--- src/hdl/utf16_to_utf8_transcoder_unit_defines.svh ---
// Assertion macros shared by the transcoder RTL.
// Each macro samples on clk and is disabled while rst_n is low.
`ifndef UTF16_TO_UTF8_TRANSCODER_UNIT_DEFINES_SVH
`define UTF16_TO_UTF8_TRANSCODER_UNIT_DEFINES_SVH

`ifndef SYNTHESIS
`define U2U8_ASSERT_ALWAYS(label, expr, msg) \
    label: assert property (@(posedge clk) disable iff (!rst_n) (expr)) else $error(msg);
`define U2U8_ASSERT_IMPLY(label, ante, cons, msg) \
    label: assert property (@(posedge clk) disable iff (!rst_n) (ante) |-> (cons)) \
        else $error(msg);
`else
`define U2U8_ASSERT_ALWAYS(label, expr, msg)
`define U2U8_ASSERT_IMPLY(label, ante, cons, msg)
`endif

`endif

--- src/hdl/u2u8_pkg.sv ---
`default_nettype none

package u2u8_pkg;

    localparam int JOB_BYTES = 6;
    localparam int JOB_CNT_W = 3;

    localparam logic [7:0] BYTE_EF  = 8'hef;
    localparam logic [7:0] BYTE_BF  = 8'hbf;
    localparam logic [7:0] BYTE_BD  = 8'hbd;
    localparam logic [7:0] LEAD_4   = 8'hf0;
    localparam logic [7:0] LEAD_3   = 8'he0;
    localparam logic [7:0] LEAD_2   = 8'hc0;
    localparam logic [7:0] CONT     = 8'h80;

    localparam logic [5:0]  SURR_HIGH = 6'b110110;
    localparam logic [5:0]  SURR_LOW  = 6'b110111;
    localparam logic [20:0] SUPP_BASE = 21'h10000;
    localparam logic [15:0] LIM_1BYTE = 16'h0080;
    localparam logic [15:0] LIM_2BYTE = 16'h0800;

    // One queued job: the bytes caused by one code unit, lowest entry first.
    typedef struct packed {
        logic [JOB_BYTES-1:0][7:0] data;
        logic [JOB_CNT_W-1:0]      count;
        logic                      last;
    } job_t;

    typedef struct packed {
        logic full;
        logic empty;
    } queue_status_t;

endpackage

`default_nettype wire

--- src/hdl/u2u8_front.sv ---
`default_nettype none

module u2u8_front (
    input  wire logic                   clk,
    input  wire logic                   rst_n,
    input  wire logic                   s_tvalid,
    output logic                        s_tready,
    input  wire logic [15:0]            s_tdata,   // [15:0] code_unit
    input  wire logic                   s_tlast,   // end_of_string
    input  wire u2u8_pkg::queue_status_t q_status,
    output logic                        push,
    output u2u8_pkg::job_t              push_job
);
    import u2u8_pkg::*;

    logic        pending_reg, pending_next;
    logic [9:0]  high_bits_reg, high_bits_next;

    logic        accept;
    logic        is_high, is_low, pair;
    logic [20:0] cp;
    logic [2:0][7:0] sec;
    logic [1:0]  sec_n;
    logic        prefix;

    assign s_tready = !q_status.full;
    assign accept   = s_tvalid && s_tready;
    assign is_high  = (s_tdata[15:10] == SURR_HIGH);
    assign is_low   = (s_tdata[15:10] == SURR_LOW);
    assign pair     = pending_reg && is_low;
    assign prefix   = pending_reg && !is_low;
    assign cp       = SUPP_BASE + {1'b0, high_bits_reg, s_tdata[9:0]};

    // Bytes for the unit itself, ignoring any held high surrogate
    always_comb
    begin
        sec   = '0;
        sec_n = 2'd0;
        if (is_high && !s_tlast)
        begin
            sec_n = 2'd0;
        end
        else if (is_high || is_low)
        begin
            sec[0] = BYTE_EF;
            sec[1] = BYTE_BF;
            sec[2] = BYTE_BD;
            sec_n  = 2'd3;
        end
        else if (s_tdata < LIM_1BYTE)
        begin
            sec[0] = s_tdata[7:0];
            sec_n  = 2'd1;
        end
        else if (s_tdata < LIM_2BYTE)
        begin
            sec[0] = LEAD_2 | {3'b000, s_tdata[10:6]};
            sec[1] = CONT | {2'b00, s_tdata[5:0]};
            sec_n  = 2'd2;
        end
        else
        begin
            sec[0] = LEAD_3 | {4'b0000, s_tdata[15:12]};
            sec[1] = CONT | {2'b00, s_tdata[11:6]};
            sec[2] = CONT | {2'b00, s_tdata[5:0]};
            sec_n  = 2'd3;
        end
    end

    always_comb
    begin
        push_job      = '0;
        push_job.last = s_tlast;
        if (pair)
        begin
            push_job.data[0] = LEAD_4 | {5'b00000, cp[20:18]};
            push_job.data[1] = CONT | {2'b00, cp[17:12]};
            push_job.data[2] = CONT | {2'b00, cp[11:6]};
            push_job.data[3] = CONT | {2'b00, cp[5:0]};
            push_job.count   = 3'd4;
        end
        else if (prefix)
        begin
            // replacement for the held surrogate goes out first
            push_job.data[0] = BYTE_EF;
            push_job.data[1] = BYTE_BF;
            push_job.data[2] = BYTE_BD;
            push_job.data[3] = sec[0];
            push_job.data[4] = sec[1];
            push_job.data[5] = sec[2];
            push_job.count   = 3'd3 + {1'b0, sec_n};
        end
        else
        begin
            push_job.data[0] = sec[0];
            push_job.data[1] = sec[1];
            push_job.data[2] = sec[2];
            push_job.count   = {1'b0, sec_n};
        end
    end

    assign push = accept && (push_job.count != '0);

    always_comb
    begin
        pending_next   = pending_reg;
        high_bits_next = high_bits_reg;
        if (accept)
        begin
            pending_next   = is_high && !s_tlast;
            high_bits_next = s_tdata[9:0];
        end
    end

    always_ff @(posedge clk or negedge rst_n)
    begin
        if (!rst_n)
        begin
            pending_reg <= 1'b0;
        end
        else
        begin
            pending_reg <= pending_next;
        end
    end

    always_ff @(posedge clk)
    begin
        high_bits_reg <= high_bits_next;
    end

endmodule

`default_nettype wire

--- src/hdl/u2u8_queue.sv ---
`default_nettype none
`include "utf16_to_utf8_transcoder_unit_defines.svh"

module u2u8_queue #(
    parameter int DEPTH = 4
) (
    input  wire logic                    clk,
    input  wire logic                    rst_n,
    input  wire logic                    push,
    input  wire u2u8_pkg::job_t          push_job,
    input  wire logic                    pop,
    output u2u8_pkg::job_t               pop_job,
    output u2u8_pkg::queue_status_t      status
);
    import u2u8_pkg::*;

    localparam int PTR_W = (DEPTH > 1) ? $clog2(DEPTH) : 1;
    localparam int CNT_W = $clog2(DEPTH + 1);
    localparam logic [CNT_W-1:0] FULL_CNT = CNT_W'(DEPTH);
    localparam logic [PTR_W-1:0] LAST_PTR = PTR_W'(DEPTH - 1);

    job_t             mem [DEPTH];
    logic [PTR_W-1:0] wr_ptr_reg, wr_ptr_next;
    logic [PTR_W-1:0] rd_ptr_reg, rd_ptr_next;
    logic [CNT_W-1:0] count_reg, count_next;

    assign status.full  = (count_reg == FULL_CNT);
    assign status.empty = (count_reg == '0);
    assign pop_job      = mem[rd_ptr_reg];

    always_comb
    begin
        wr_ptr_next = wr_ptr_reg;
        rd_ptr_next = rd_ptr_reg;
        count_next  = count_reg;
        if (push)
        begin
            wr_ptr_next = (wr_ptr_reg == LAST_PTR) ? '0 : wr_ptr_reg + 1'b1;
        end
        if (pop)
        begin
            rd_ptr_next = (rd_ptr_reg == LAST_PTR) ? '0 : rd_ptr_reg + 1'b1;
        end
        case ({push, pop})
            2'b10:   count_next = count_reg + 1'b1;
            2'b01:   count_next = count_reg - 1'b1;
            default: count_next = count_reg;
        endcase
    end

    always_ff @(posedge clk or negedge rst_n)
    begin
        if (!rst_n)
        begin
            wr_ptr_reg <= '0;
            rd_ptr_reg <= '0;
            count_reg  <= '0;
        end
        else
        begin
            wr_ptr_reg <= wr_ptr_next;
            rd_ptr_reg <= rd_ptr_next;
            count_reg  <= count_next;
        end
    end

    always_ff @(posedge clk)
    begin
        if (push)
        begin
            mem[wr_ptr_reg] <= push_job;
        end
    end

    `U2U8_ASSERT_ALWAYS(a_cnt_bound, count_reg <= FULL_CNT, "queue count above depth")
    `U2U8_ASSERT_IMPLY(a_no_overflow, push, !status.full || pop, "push into full queue")
    `U2U8_ASSERT_IMPLY(a_no_underflow, pop, !status.empty, "pop from empty queue")

endmodule

`default_nettype wire

--- src/hdl/u2u8_back.sv ---
`default_nettype none
`include "utf16_to_utf8_transcoder_unit_defines.svh"

module u2u8_back (
    input  wire logic                    clk,
    input  wire logic                    rst_n,
    input  wire u2u8_pkg::queue_status_t q_status,
    input  wire u2u8_pkg::job_t          pop_job,
    output logic                         pop,
    output logic                         m_tvalid,
    input  wire logic                    m_tready,
    output logic [7:0]                   m_tdata,   // [7:0] out_byte
    output logic                         m_tlast    // last_byte
);
    import u2u8_pkg::*;

    job_t                 job_reg, job_next;
    logic                 busy_reg, busy_next;
    logic [JOB_CNT_W-1:0] idx_reg, idx_next;
    logic                 out_valid_reg, out_valid_next;
    logic [7:0]           out_byte_reg, out_byte_next;
    logic                 out_last_reg, out_last_next;

    logic out_load, emit, at_end, job_done;

    assign out_load = !out_valid_reg || m_tready;
    assign emit     = busy_reg && out_load;
    assign at_end   = (idx_reg == job_reg.count - 1'b1);
    assign job_done = emit && at_end;
    assign pop      = !q_status.empty && (!busy_reg || job_done);

    always_comb
    begin
        job_next       = job_reg;
        busy_next      = busy_reg;
        idx_next       = idx_reg;
        out_valid_next = out_valid_reg;
        out_byte_next  = out_byte_reg;
        out_last_next  = out_last_reg;

        if (out_load)
        begin
            out_valid_next = emit;
            out_byte_next  = job_reg.data[idx_reg];
            out_last_next  = job_reg.last && at_end;
        end
        if (emit)
        begin
            idx_next = idx_reg + 1'b1;
        end
        if (job_done)
        begin
            busy_next = 1'b0;
        end
        // take the next job without a gap between jobs
        if (pop)
        begin
            job_next  = pop_job;
            busy_next = 1'b1;
            idx_next  = '0;
        end
    end

    always_ff @(posedge clk or negedge rst_n)
    begin
        if (!rst_n)
        begin
            busy_reg      <= 1'b0;
            idx_reg       <= '0;
            out_valid_reg <= 1'b0;
        end
        else
        begin
            busy_reg      <= busy_next;
            idx_reg       <= idx_next;
            out_valid_reg <= out_valid_next;
        end
    end

    always_ff @(posedge clk)
    begin
        job_reg      <= job_next;
        out_byte_reg <= out_byte_next;
        out_last_reg <= out_last_next;
    end

    assign m_tvalid = out_valid_reg;
    assign m_tdata  = out_byte_reg;
    assign m_tlast  = out_last_reg;

    `U2U8_ASSERT_IMPLY(a_busy_count, busy_reg, job_reg.count != '0, "active job has no bytes")
    `U2U8_ASSERT_IMPLY(a_idx_range, busy_reg, idx_reg < job_reg.count, "byte index past job end")
    `U2U8_ASSERT_IMPLY(a_pop_idle, pop, !busy_reg || job_done, "job replaced before done")

endmodule

`default_nettype wire

--- src/hdl/utf16_to_utf8_transcoder_unit.sv ---
// First byte path: job queue, then job register, then output register onto m_tdata.
// Throughput: one output byte per cycle from the back-end serializer while m_tready is
// high; a unit costs k bytes (0 to 6), a BMP unit 1 to 3, a pair 4.
// Input is taken every cycle while the job queue (QUEUE_DEPTH entries) has room.
// Reset (rst_n low, asynchronous) empties the queue, drops any held high surrogate
// and clears m_tvalid.
`default_nettype none

module utf16_to_utf8_transcoder_unit #(
    parameter int QUEUE_DEPTH = 4
) (
    input  wire logic        clk,
    input  wire logic        rst_n,
    input  wire logic        s_tvalid,
    output logic             s_tready,
    input  wire logic [15:0] s_tdata,   // [15:0] code_unit
    input  wire logic        s_tlast,   // end_of_string
    output logic             m_tvalid,
    input  wire logic        m_tready,
    output logic [7:0]       m_tdata,   // [7:0] out_byte
    output logic             m_tlast    // last_byte
);
    import u2u8_pkg::*;

    queue_status_t q_status;
    logic          push, pop;
    job_t          push_job, pop_job;

    u2u8_front u_front (
        .clk      (clk),
        .rst_n    (rst_n),
        .s_tvalid (s_tvalid),
        .s_tready (s_tready),
        .s_tdata  (s_tdata),
        .s_tlast  (s_tlast),
        .q_status (q_status),
        .push     (push),
        .push_job (push_job)
    );

    u2u8_queue #(
        .DEPTH (QUEUE_DEPTH)
    ) u_queue (
        .clk      (clk),
        .rst_n    (rst_n),
        .push     (push),
        .push_job (push_job),
        .pop      (pop),
        .pop_job  (pop_job),
        .status   (q_status)
    );

    u2u8_back u_back (
        .clk      (clk),
        .rst_n    (rst_n),
        .q_status (q_status),
        .pop_job  (pop_job),
        .pop      (pop),
        .m_tvalid (m_tvalid),
        .m_tready (m_tready),
        .m_tdata  (m_tdata),
        .m_tlast  (m_tlast)
    );

endmodule

`default_nettype wire

--- config.mk ---
export PLATFORM = sky130hd
export DESIGN_NAME = utf16_to_utf8_transcoder_unit
export DESIGN_NICKNAME = d
export VERILOG_FILES = /design/src/hdl/u2u8_pkg.sv /design/src/hdl/u2u8_front.sv /design/src/hdl/u2u8_queue.sv /design/src/hdl/u2u8_back.sv /design/src/hdl/utf16_to_utf8_transcoder_unit.sv
export VERILOG_INCLUDE_DIRS = /design/src /design/src/hdl
export SDC_FILE = /design/constraint.sdc
export NUM_CORES = 1
export LEC_CHECK = 0
export ABC_AREA = 0
export BUFFER_PORTS_ARGS = -buffer_cell sky130_fd_sc_hd__buf_2
export CAP_MARGIN = 20
export CELL_PAD_IN_SITES_DETAIL_PLACEMENT = 0
export CELL_PAD_IN_SITES_GLOBAL_PLACEMENT = 2
export CORE_MARGIN = 5
export CORE_UTILIZATION = 43
export CTS_CLUSTER_SIZE = 25
export DETAILED_ROUTE_END_ITERATION = 10
export GPL_TIMING_DRIVEN = 0
export PLACE_DENSITY_LB_ADDON = 0.1
export SYNTH_ARGS = -nofsm -noshare
export SYNTH_HDL_FRONTEND = slang
export SYNTH_SLANG_ARGS = --single-unit
--- constraint.sdc ---
create_clock -name clk -period 4.65 [get_ports clk]
set_input_delay 0.93 -clock clk [delete_from_list [all_inputs] [get_ports clk]]
set_output_delay 0.93 -clock clk [all_outputs]
set_load 0.05 [all_outputs]
Word-level counts from Yosys, hierarchy flattened:

Memories as Yosys holds them, arrays and structs flattened. A register that Yosys moved wholly into a read port is not among the register bits.
Cells that the tools add are included.
Widths: inputs -> output; s select.

* RAM bits: 208
* output and inout bits: 11
* register bits: 32
* word-level logic and storage cells: 78
* memories: 1

* reductions and logical operators: 23
* $lt $le $gt $ge: 3
* mux-type cells: 25
* $add $sub $neg: 8
* eq/ne operators: 8

Memories
* u_queue.mem: depth 4, bits a word 52, rd ports 1, clocked after memory_dff 1, write ports 1, line u2u8_queue.sv:22 `job_t mem [DEPTH];`

Operators with widths (count)
* $mux 24: 3
* $mux 35: 1
* $mux 16: 2
* $mux 27: 1
* $bmux 8 s3: 1
* $mux 8: 3
* $add 17x20->21 const A: 1
* $lt 16x12->1 const B: 1
* $lt 16x8->1 const B: 1
* $mux 14: 1
* $eq 6x6->1 const B: 2
* $mux 2: 5
* $logic_and 1x1->1: 9
* $add 3x1->3 const B: 2
* $eq 2x2->1 const B: 3
* $logic_not 1->1: 6
* $mux 3: 2
* $pmux 3 s2: 1
* $reduce_bool 2->1: 3
* $sub 3x1->3 const B: 2
* $mux 1: 5
* $add 2x1->2 const B: 2
* $lt 3x4->1 const B: 1
* $add 2x2->3 const A: 1
* 6 further kinds: 8

Logic depth before layout (Yosys ltp):

Gate-level depths: netlist (run 1).

* depth after elaboration: 12
* mapped depth: 15
* mapped depth without buffers: 15

Cells and area by module:

From an unflattened synthesis (run 1), not the netlist that was laid out.

* cell total of the unflattened synthesis: 625
* area total of the unflattened synthesis: 11862.6 µm²

Modules (own cells, without submodules)
* u2u8_queue: times used 1, cells each 310, area an instance 7988.9 µm²
* u2u8_back: times used 1, cells each 134, area an instance 2551.2 µm²
* u2u8_front: times used 1, cells each 181, area an instance 1322.5 µm²

Worst setup path before layout (run 1):

Ideal clock, no wire load.

* kind: input -> register
* start point: input port m_tready
* end point: register u_queue.count_reg[2]
* data required time: 4.571 ns
* setup time: 0.079 ns
* cell stages on the path: 9
* arrival time: 5.449 ns
* path buffers: 0
* setup slack: -0.878 ns
* cells stage by stage: nand2b_1 -> nand4_1 -> a21oi_1 -> ha_1 -> inv_1 -> fa_1 -> xor2_1 -> nor2_1 -> xor2_1

* longest elaborated chain between the ends: 7

RTL lines
* from (decl): line utf16_to_utf8_transcoder_unit.sv:19 `input wire logic m_tready,`
* $logic_or 1x1->1 (*): line u2u8_back.sv:26 `assign out_load = !out_valid_reg || m_tready;`
* $logic_and 1x1->1 (*): line u2u8_back.sv:27 `assign emit = busy_reg && out_load;`
* $logic_and 1x1->1 (*): line u2u8_back.sv:29 `assign job_done = emit && at_end;`
* $logic_or 1x1->1 (*): line u2u8_back.sv:30 `assign pop = !q_status.empty && (!busy_reg || job_done);`
* $logic_and 1x1->1 (*): line u2u8_back.sv:30
* via pop: line utf16_to_utf8_transcoder_unit.sv:26 `logic push, pop;`
* $eq 2x1->1 or $eq 2x2->1 (tied branches): line u2u8_queue.sv:44 `case ({push, pop})`
* $pmux 3 s2 or $reduce_bool 2->1 (tied branches)
* to (signal assigned): line u2u8_queue.sv:63 `count_reg <= count_next;`
* to (decl): line u2u8_queue.sv:25 `logic [CNT_W-1:0] count_reg, count_next;`

Mark *: on every way through the listed nets, which the timed path passes. The rest lies on a longest branch.
A chain may end at the register's enable or synchronous reset.

Worst setup path after layout (run 1):

* start point: input port s_tdata[13]
* end point: memory u_queue.mem[3][29] (netlist bit) (enable)

* longest elaborated chain between the ends: 12

RTL lines
* from (decl): line utf16_to_utf8_transcoder_unit.sv:16 `input wire logic [15:0] s_tdata,`
* $lt 16x12->1: line u2u8_front.sv:55 `else if (s_tdata < LIM_2BYTE)`
* $mux 1: line u2u8_front.sv:55
* $mux 2: line u2u8_front.sv:50 `else if (s_tdata < LIM_1BYTE)`
* $mux 2: line u2u8_front.sv:43 `else if (is_high || is_low)`
* $mux 2: line u2u8_front.sv:39 `if (is_high && !s_tlast)`
* $add 2x2->3: line u2u8_front.sv:91 `push_job.count = 3'd3 + {1'b0, sec_n};`
* $mux 27: line u2u8_front.sv:82 `else if (prefix)`
* $mux 35 (*): line u2u8_front.sv:74 `if (pair)`
* $reduce_bool 3->1 (*): line u2u8_front.sv:102 `assign push = accept && (push_job.count != '0);`
* $logic_and 1x1->1 (*): line u2u8_front.sv:102
* $mux 1 (*): line u2u8_queue.sv:69 `if (push)`
* $mux 1 (not written as such) (*): line u2u8_queue.sv:71 `mem[wr_ptr_reg] <= push_job;`
* to (decl): line u2u8_queue.sv:22

Mark *: on every way between the ends. The rest lies on a longest branch, timed or not.

==> results.yml, run 1 <==
pwr:
  internal_power_mw: 5.69
  sequentialPowerShare: 0.445
  power.share.combinational: 0.250
  peakVddDrop_mv: 0.321
  power-per-cell-area_mw_per_mm2: 632
  finalPower_mw: 7.95
  net_switching_share_of_the_total_power: 0.285
  total_leakage_power_nw: 4.22
  p_switching_mw: 2.26
  pwr-share-clk: 0.305
sta:
  setup_viol: 0
  final_hold_viol_count: 0
  setup-tns-final_ns: 0
  fin_skew_ns: 0.00864
  slew_violations: 0
  worst_rel_slew_slack: 0.424
  timing.fmax_ghz: 0.247
  post_route_fraction_of_the_period_consumed_by_the_critical_path: 0.871
  rsz0062_at_grt: "false"
  worst_pin_slew_ns: 0.864
  layout_min_cycle_time_ns: 4.05
global_routing:
  groute.usage.overall: 0.170
  grt_pass1_wl_um: 36300
  antenna_found_initial: 0
  grt-ovfl-total: 0
  first_global_vias: 5601
  grt_max_degree: 49
logic_synthesis:
  synth_edf_count: 259
  ys_seq_area_frac: 0.743
  postSynth.topFlopCell: "sky130_fd_sc_hd__edfxtp_1"
  synth_seq_cells: 272
  mappedNetlistNets: 605
  synthesis.area_mm2: 0.0109
  synthDistinctLibCells: 55
  count_of_synthesis_stage_warnings_from_yosys: 0
  avgSynthCellArea_um2: 19.0
  synth-async-reset-ratio: 0.0478
  netlist_instances: 573
floorplanning:
  floorplan.die.width_um: 169
  dieArea_mm2: 0.0287
  initial_core_utilization: 0.434
  height_of_the_die_um: 169
  core_area_mm2: 0.0251
  floorplan.io_pins: 32
  rows: 58
routing:
  detail_route.iter0.violations: 362
  remaining_drc_errors: 0
  routed-via-count: 5406
  routed_wire_length_um: 24000
  length_of_the_first_detailed_routing_pass_in_iterations: 6
  avgRoutedWirePerCell_um: 24.3
  ant_nets: 0
  viasPerCell: 5.46
setup_path:
  cpPeakStageDelay_ns: 0.72
  required_ns: 4.81
  crit_path_start_kind: "input port"
  cp_cell_sequence: "buf_2 -> or4_4 -> or2_1 -> buf_6 -> o21ai_4 -> ha_1 -> nand3_1 -> a21oi_1 -> a211oi_4 -> and2_4"
  timing.critical_path.fanout_max: 48
  worstPathArrival_ns: 4.21
  timing.critical_path.to_type: "register"
  critPathSlowestCell: "sky130_fd_sc_hd__and2_4"
  critPathKind: "in2reg"
clocking:
  tritoncts: "yes"
  post_cts_buffers: 0
  h_tree_levels: 1
  cts_root_buffer: "sky130_fd_sc_hd__clkbuf_16"
  cts-root-to-sink-buffers: 3
  postCtsResizedCells: 0
  clock_insertion_delay_worst_skew_ns: 0.54
  path_clk_slew_ns: 0.06
  ctsHoldBuffers: 0
  cts_inserted_buffers: 29
  cts.sink_count: 272
final_layout:
  antenna_cells_inserted: 0
  mostFrequentLayoutCells: "sky130_fd_sc_hd__edfxtp_1, sky130_fd_sc_hd__mux4_2, sky130_fd_sc_hd__buf_2"
  finish.instance_area_mm2: 0.0126
  max_ffs_per_register: 192
  layout.filler_cells: 2139
  final_layout_size_suffix_gt1_frac: 0.262
  final_net_count: 669
  synthesis_to_layout_area_growth_pct: 15.3
  layout.cells.most_common: "sky130_fd_sc_hd__edfxtp_1"
placed_design:
  place_area_mm2: 0.0116
  portBuffers: 31
  place.gp.congestion: 0.837
  dpl.hpwl_um: 15800
hold_path:
  hold_path.class: "in2async"
status:
  run_status: "complete, no violations"
run:
  number_of_max_cap_violations: 0
-- cell usage after synthesis, drive strengths merged (3+ instances only) --
library cell	number	area, µm²
o22ai	12	75.1
mux2i	8	80.1
xor2	8	70.1
and2	4	25.0
nor2	37	146
a21oi	15	93.9
buf	15	91.3
a211oi	11	115
nand2	19	71.3
and3	6	37.5
nand3	10	55.1
ha	10	125
mux4	55	1240
o21a	5	37.5
mux2	4	45.0
inv	22	82.6
nand2b	4	25.0
o21ai	14	81.3
clkbuf	10	37.5
xnor2	3	26.3
dfrtp	13	325
nor3	5	25.0
edfxtp	259	7780
-- stage by stage --
step	util	hold WS, ns	setup slack (ns)	cells
6_report	0.501	0.317	0.601	990
5_1_grt	0.501	0.319	0.459	990
3_5_place_dp	0.460	0.498	0.0121	936
2_1_floorplan	-	0.464	0.240	573
4_1_cts	0.501	0.295	0.587	990
3_3_place_gp	0.457	0.483	-1.40	934
-- final cells by class --
class                           instances  area (µm²)  share of cell area
Clock buffer                           33         761              0.0605
Sequential cell                       272        8100               0.644
Inverter                               22        82.6             0.00656
Tap cell                              330         413              0.0328
Timing Repair Buffer                   33         210              0.0167
Buffer                                 25         129              0.0102
Clock inverter                         21         269              0.0214
Multi-Input combinational cell        254        2620               0.208
-- per-layer routing --
metal,share of wire,global-route usage,wire length (µm),vias to the layer above
li1,-,-,-,2430
met4,0.013,0.0350,323,0
met3,0.046,0.0224,1110,24
met1,0.46,0.254,11000,2812
met5,0,0,0,-
met2,0.48,0.273,11600,140
-- logic make-up (layout without fill, tap and decap cells) --
kind of cell	Yosys count	count (layout)	share of synthesized area
compound gates	69	69	0.0478
xor+xnor	11	11	0.00883
fa+ha+maj	11	11	0.0133
buf+inv	47	134	0.0194
flops	272	272	0.743
mux	67	67	0.125
simple gates	96	96	0.0428
-- critical path: cells and delay by family --
kind / cells / cell delay [ns]
adder cells (fa/ha/maj): 1 / 0.33
AND/OR/NAND/NOR: 4 / 1.61
buffers and inverters: 2 / 0.26
AO/OA/AOI/OAI: 3 / 0.95
-- path summary, 6_finish.rpt --
path | from | end | slack, ns | cells past startpoint
setup / recovery | s_tdata[13] | u_queue.mem[3][29] | 0.60 | 10
hold / removal | rst_n | u_queue.rd_ptr_reg[1] | 0.32 | 1
setup reg to reg | u_back.job_reg[1] | u_queue.count_reg[2] | 1.61 | 12
hold reg to reg | u_queue.count_reg[2] | u_queue.count_reg[2] | 0.51 | 1
max in group asynchronous | rst_n | u_back.m_tvalid | 4.04 | 1
min in group clk | u_queue.count_reg[2] | u_queue.count_reg[2] | 0.51 | 1
-- power groups by stage --
stage	clock network (mW)	registers [mW]	logic [mW]
floorplan	0	3.67	1.26
global route	2.59	3.58	2.16
detailed placement	0	3.59	2.06
global placement	0	3.60	1.97
finish	2.43	3.53	1.99
CTS	2.48	3.54	2.06
Note: power is estimated with default switching activity, not from simulation.
==> run 2: changes to the inputs <==
CORE_UTILIZATION = 44   (was 43)
SYNTH_HIERARCHICAL = 1   (was unset)
==> run 2 against run 1 <==
  * Non-clock buffer count is 11 higher
  * Routed wire length up 8.2%
  * Core utilization up 0.45 points
  * Design area increased by 7.4%
  * First-iteration DRC count grew 1.7%
  * Sequential power rose by 6.2%
  * Clock power down 2%
  * Largest cell class unchanged
  * Highest routed layer unchanged
  * Cell count rose by 6.8%
  * Flip-flop and latch count up 20
  * Worst hold slack got worse by 0.014 ns
  * Critical path type unchanged
  * Via count is 9.6% higher
==> results.yml, run 2 <==
sta:
  final_hold_viol_count: 0
  rsz0062_at_grt: "false"
  worst_rel_slew_slack: 0.396
  setup-tns-final_ns: 0
  slew_violations: 0
  post_route_fraction_of_the_period_consumed_by_the_critical_path: 0.831
  timing.fmax_ghz: 0.259
  worst_pin_slew_ns: 0.905
  setup_viol: 0
  final_critical_path_setup_slack_ns: 0.786
  fin_skew_ns: 0.00934
  layout_min_cycle_time_ns: 3.86
setup_path:
  crit_path_start_kind: "input port"
  cp_cell_sequence: "buf_2 -> nor3_2 -> nand2_1 -> o21ai_0 -> ha_1 -> nand4_1 -> o211a_1 -> and2_4"
  r2r_start: "u_back/job_reg[1]"
  critPathKind: "in2reg"
  cpPeakStageDelay_ns: 0.78
  timing.critical_path.fanout_max: 52
  crit_start: "s_tdata[15]"
  worstPathArrival_ns: 4.02
  required_ns: 4.81
  critPathSlowestCell: "sky130_fd_sc_hd__and2_4"
  timing.critical_path.to_type: "register"
routing:
  viasPerCell: 5.61
  remaining_drc_errors: 0
  routed-via-count: 5927
  avgRoutedWirePerCell_um: 24.6
  detail_route.iter0.violations: 368
  routed_wire_length_um: 26000
  length_of_the_first_detailed_routing_pass_in_iterations: 4
  ant_nets: 0
clocking:
  path_clk_slew_ns: 0.06
  ctsHoldBuffers: 0
  cts.sink_count: 292
  postCtsResizedCells: 0
  cts_root_buffer: "sky130_fd_sc_hd__clkbuf_16"
  h_tree_levels: 1
  cts-root-to-sink-buffers: 3
  cts_inserted_buffers: 30
  post_cts_buffers: 0
  tritoncts: "yes"
  clock_insertion_delay_worst_skew_ns: 0.54
logic_synthesis:
  synth_area_leader_cell: "sky130_fd_sc_hd__edfxtp_1"
  main_combinational_cell_family_by_area_after_synthesis: "multiplexers"
  yosys.area_share.adder: 0.0122
  count_of_synthesis_stage_warnings_from_yosys: 6
  postSynth.topFlopCell: "sky130_fd_sc_hd__edfxtp_1"
  synth_xor_area_frac: 0.00981
  synth_seq_cells: 292
  synth-async-reset-ratio: 0.0445
  synth_edf_count: 279
  synth.top_cell.area_share: 0.706
  simple_gate_share_of_the_synthesized_area: 0.0441
  netlist_instances: 625
  mux_contribution_to_synthesized_area: 0.127
  avgSynthCellArea_um2: 19.0
  synth_top_cells_by_area: "sky130_fd_sc_hd__edfxtp_1, sky130_fd_sc_hd__mux4_2, sky130_fd_sc_hd__dfrtp_1"
  synthDistinctLibCells: 59
  synth-compound-area-share: 0.0426
  synthesis.area_mm2: 0.0119
  yosys.cell_count.top_type: "sky130_fd_sc_hd__edfxtp_1"
  ys_seq_area_frac: 0.734
  yosys-top-cells-count: "sky130_fd_sc_hd__edfxtp_1, sky130_fd_sc_hd__mux4_2, sky130_fd_sc_hd__nor2_1, sky130_fd_sc_hd__a21oi_1, sky130_fd_sc_hd__inv_1"
floorplanning:
  floorplan.die.width_um: 174
  rows: 60
  dieArea_mm2: 0.0303
  height_of_the_die_um: 174
  floorplan.io_pins: 32
  core_area_mm2: 0.0267
  initial_core_utilization: 0.444
final_layout:
  antenna_cells_inserted: 0
  layout.cells.non_filler: 1057
  layout.filler_cells: 2197
  mostFrequentLayoutCells: "sky130_fd_sc_hd__edfxtp_1, sky130_fd_sc_hd__mux4_2, sky130_fd_sc_hd__buf_2"
  max_ffs_per_register: 208
  final_net_count: 725
  synthesis_to_layout_area_growth_pct: 13.9
  final_layout_size_suffix_gt1_frac: 0.240
  layout.cells.most_common: "sky130_fd_sc_hd__edfxtp_1"
placed_design:
  place.gp.congestion: 0.896
  dp_slack_ns: 0.257
  dpl.hpwl_um: 17000
  place_inst: 1002
  portBuffers: 30
status:
  run_status: "complete, no violations"
pwr:
  finalPower_mw: 8.34
  total_leakage_power_nw: 4.53
  power-per-cell-area_mw_per_mm2: 617
  peakVddDrop_mv: 0.355
global_routing:
  first_global_vias: 6128
  grt-ovfl-total: 0
  grt_max_degree: 53
  antenna_found_initial: 0
  groute.usage.overall: 0.174
  grt_pass1_wl_um: 39600
run:
  number_of_max_cap_violations: 0
hold_path:
  hold_path.class: "in2async"
-- run 2: cell types whose count changed in the layout (fill, tap and decap cells not counted), sizes merged, moves of 5 or more --
cell / delta
nor3: +7
a211oi: -8
edfxtp: +20
and3: -5
a21oi: +11
clkinv: -7
buf: +8
nor2: -9
nand4: +5
mux4: +5
clkbuf: +14
-- run 2: final timing paths --
kind	endpoint	slack, ns	cells past startpoint
hold / removal	u_back/m_tvalid	0.30	1
min in group clk	u_queue/count_reg[2]	0.50	1
max in group asynchronous	u_back/idx_reg[1]	4.08	1
setup / recovery	u_queue/mem[2][23]	0.79	8
hold reg to reg	u_queue/count_reg[2]	0.50	1
setup reg to reg	u_queue/count_reg[2]	1.49	12
-- run 2: layout make-up --
type,instances,area [µm²],area share
Timing Repair Buffer,33,209,0.0155
Clock inverter,11,151,0.0112
Inverter,21,78.8,0.00583
Sequential cell,292,8700,0.644
Multi-Input combinational cell,279,2830,0.210
Clock buffer,44,835,0.0618
Tap cell,341,427,0.0316
Buffer,36,277,0.0205
-- run 2: cells by family after synthesis --
kind of cell	after synthesis
flops	292
xor+xnor	10
simple gates	101
mux	74
fa+ha+maj	11
other cells	1
compound gates	79
buf+inv	57
-- run 2: per-layer routing --
metal	GRT usage	wire length (µm)	up-vias
li1	-	-	2654
met2	0.267	12200	161
met3	0.0257	1170	41
met5	0	0	-
met1	0.261	12000	3071
met4	0.0508	663	0
-- run 2: where the power goes --
part	total (mW)	internal, mW	switching, mW
Clock	2.38	1.46	0.926
Sequential	3.75	3.61	0.145
Combinational	2.20	0.932	1.27
-- run 2: worst max-delay path, delay by kind of cell --
family / cells / cell delay [ns]
simple gates: 4 / 1.66
compound gates: 2 / 0.87
fa+ha+maj: 1 / 0.35
buf+inv: 1 / 0.14
-- run 2: metrics by stage --
step                      hold slack [ns]  area [µm²]  utilization
after floorplan                     0.457       11900            -
after global placement              0.474       12500        0.466
after detailed placement            0.497       12500        0.469
after CTS                           0.288       13500        0.506
after global routing                0.313       13500        0.506
final                               0.303       13500        0.506
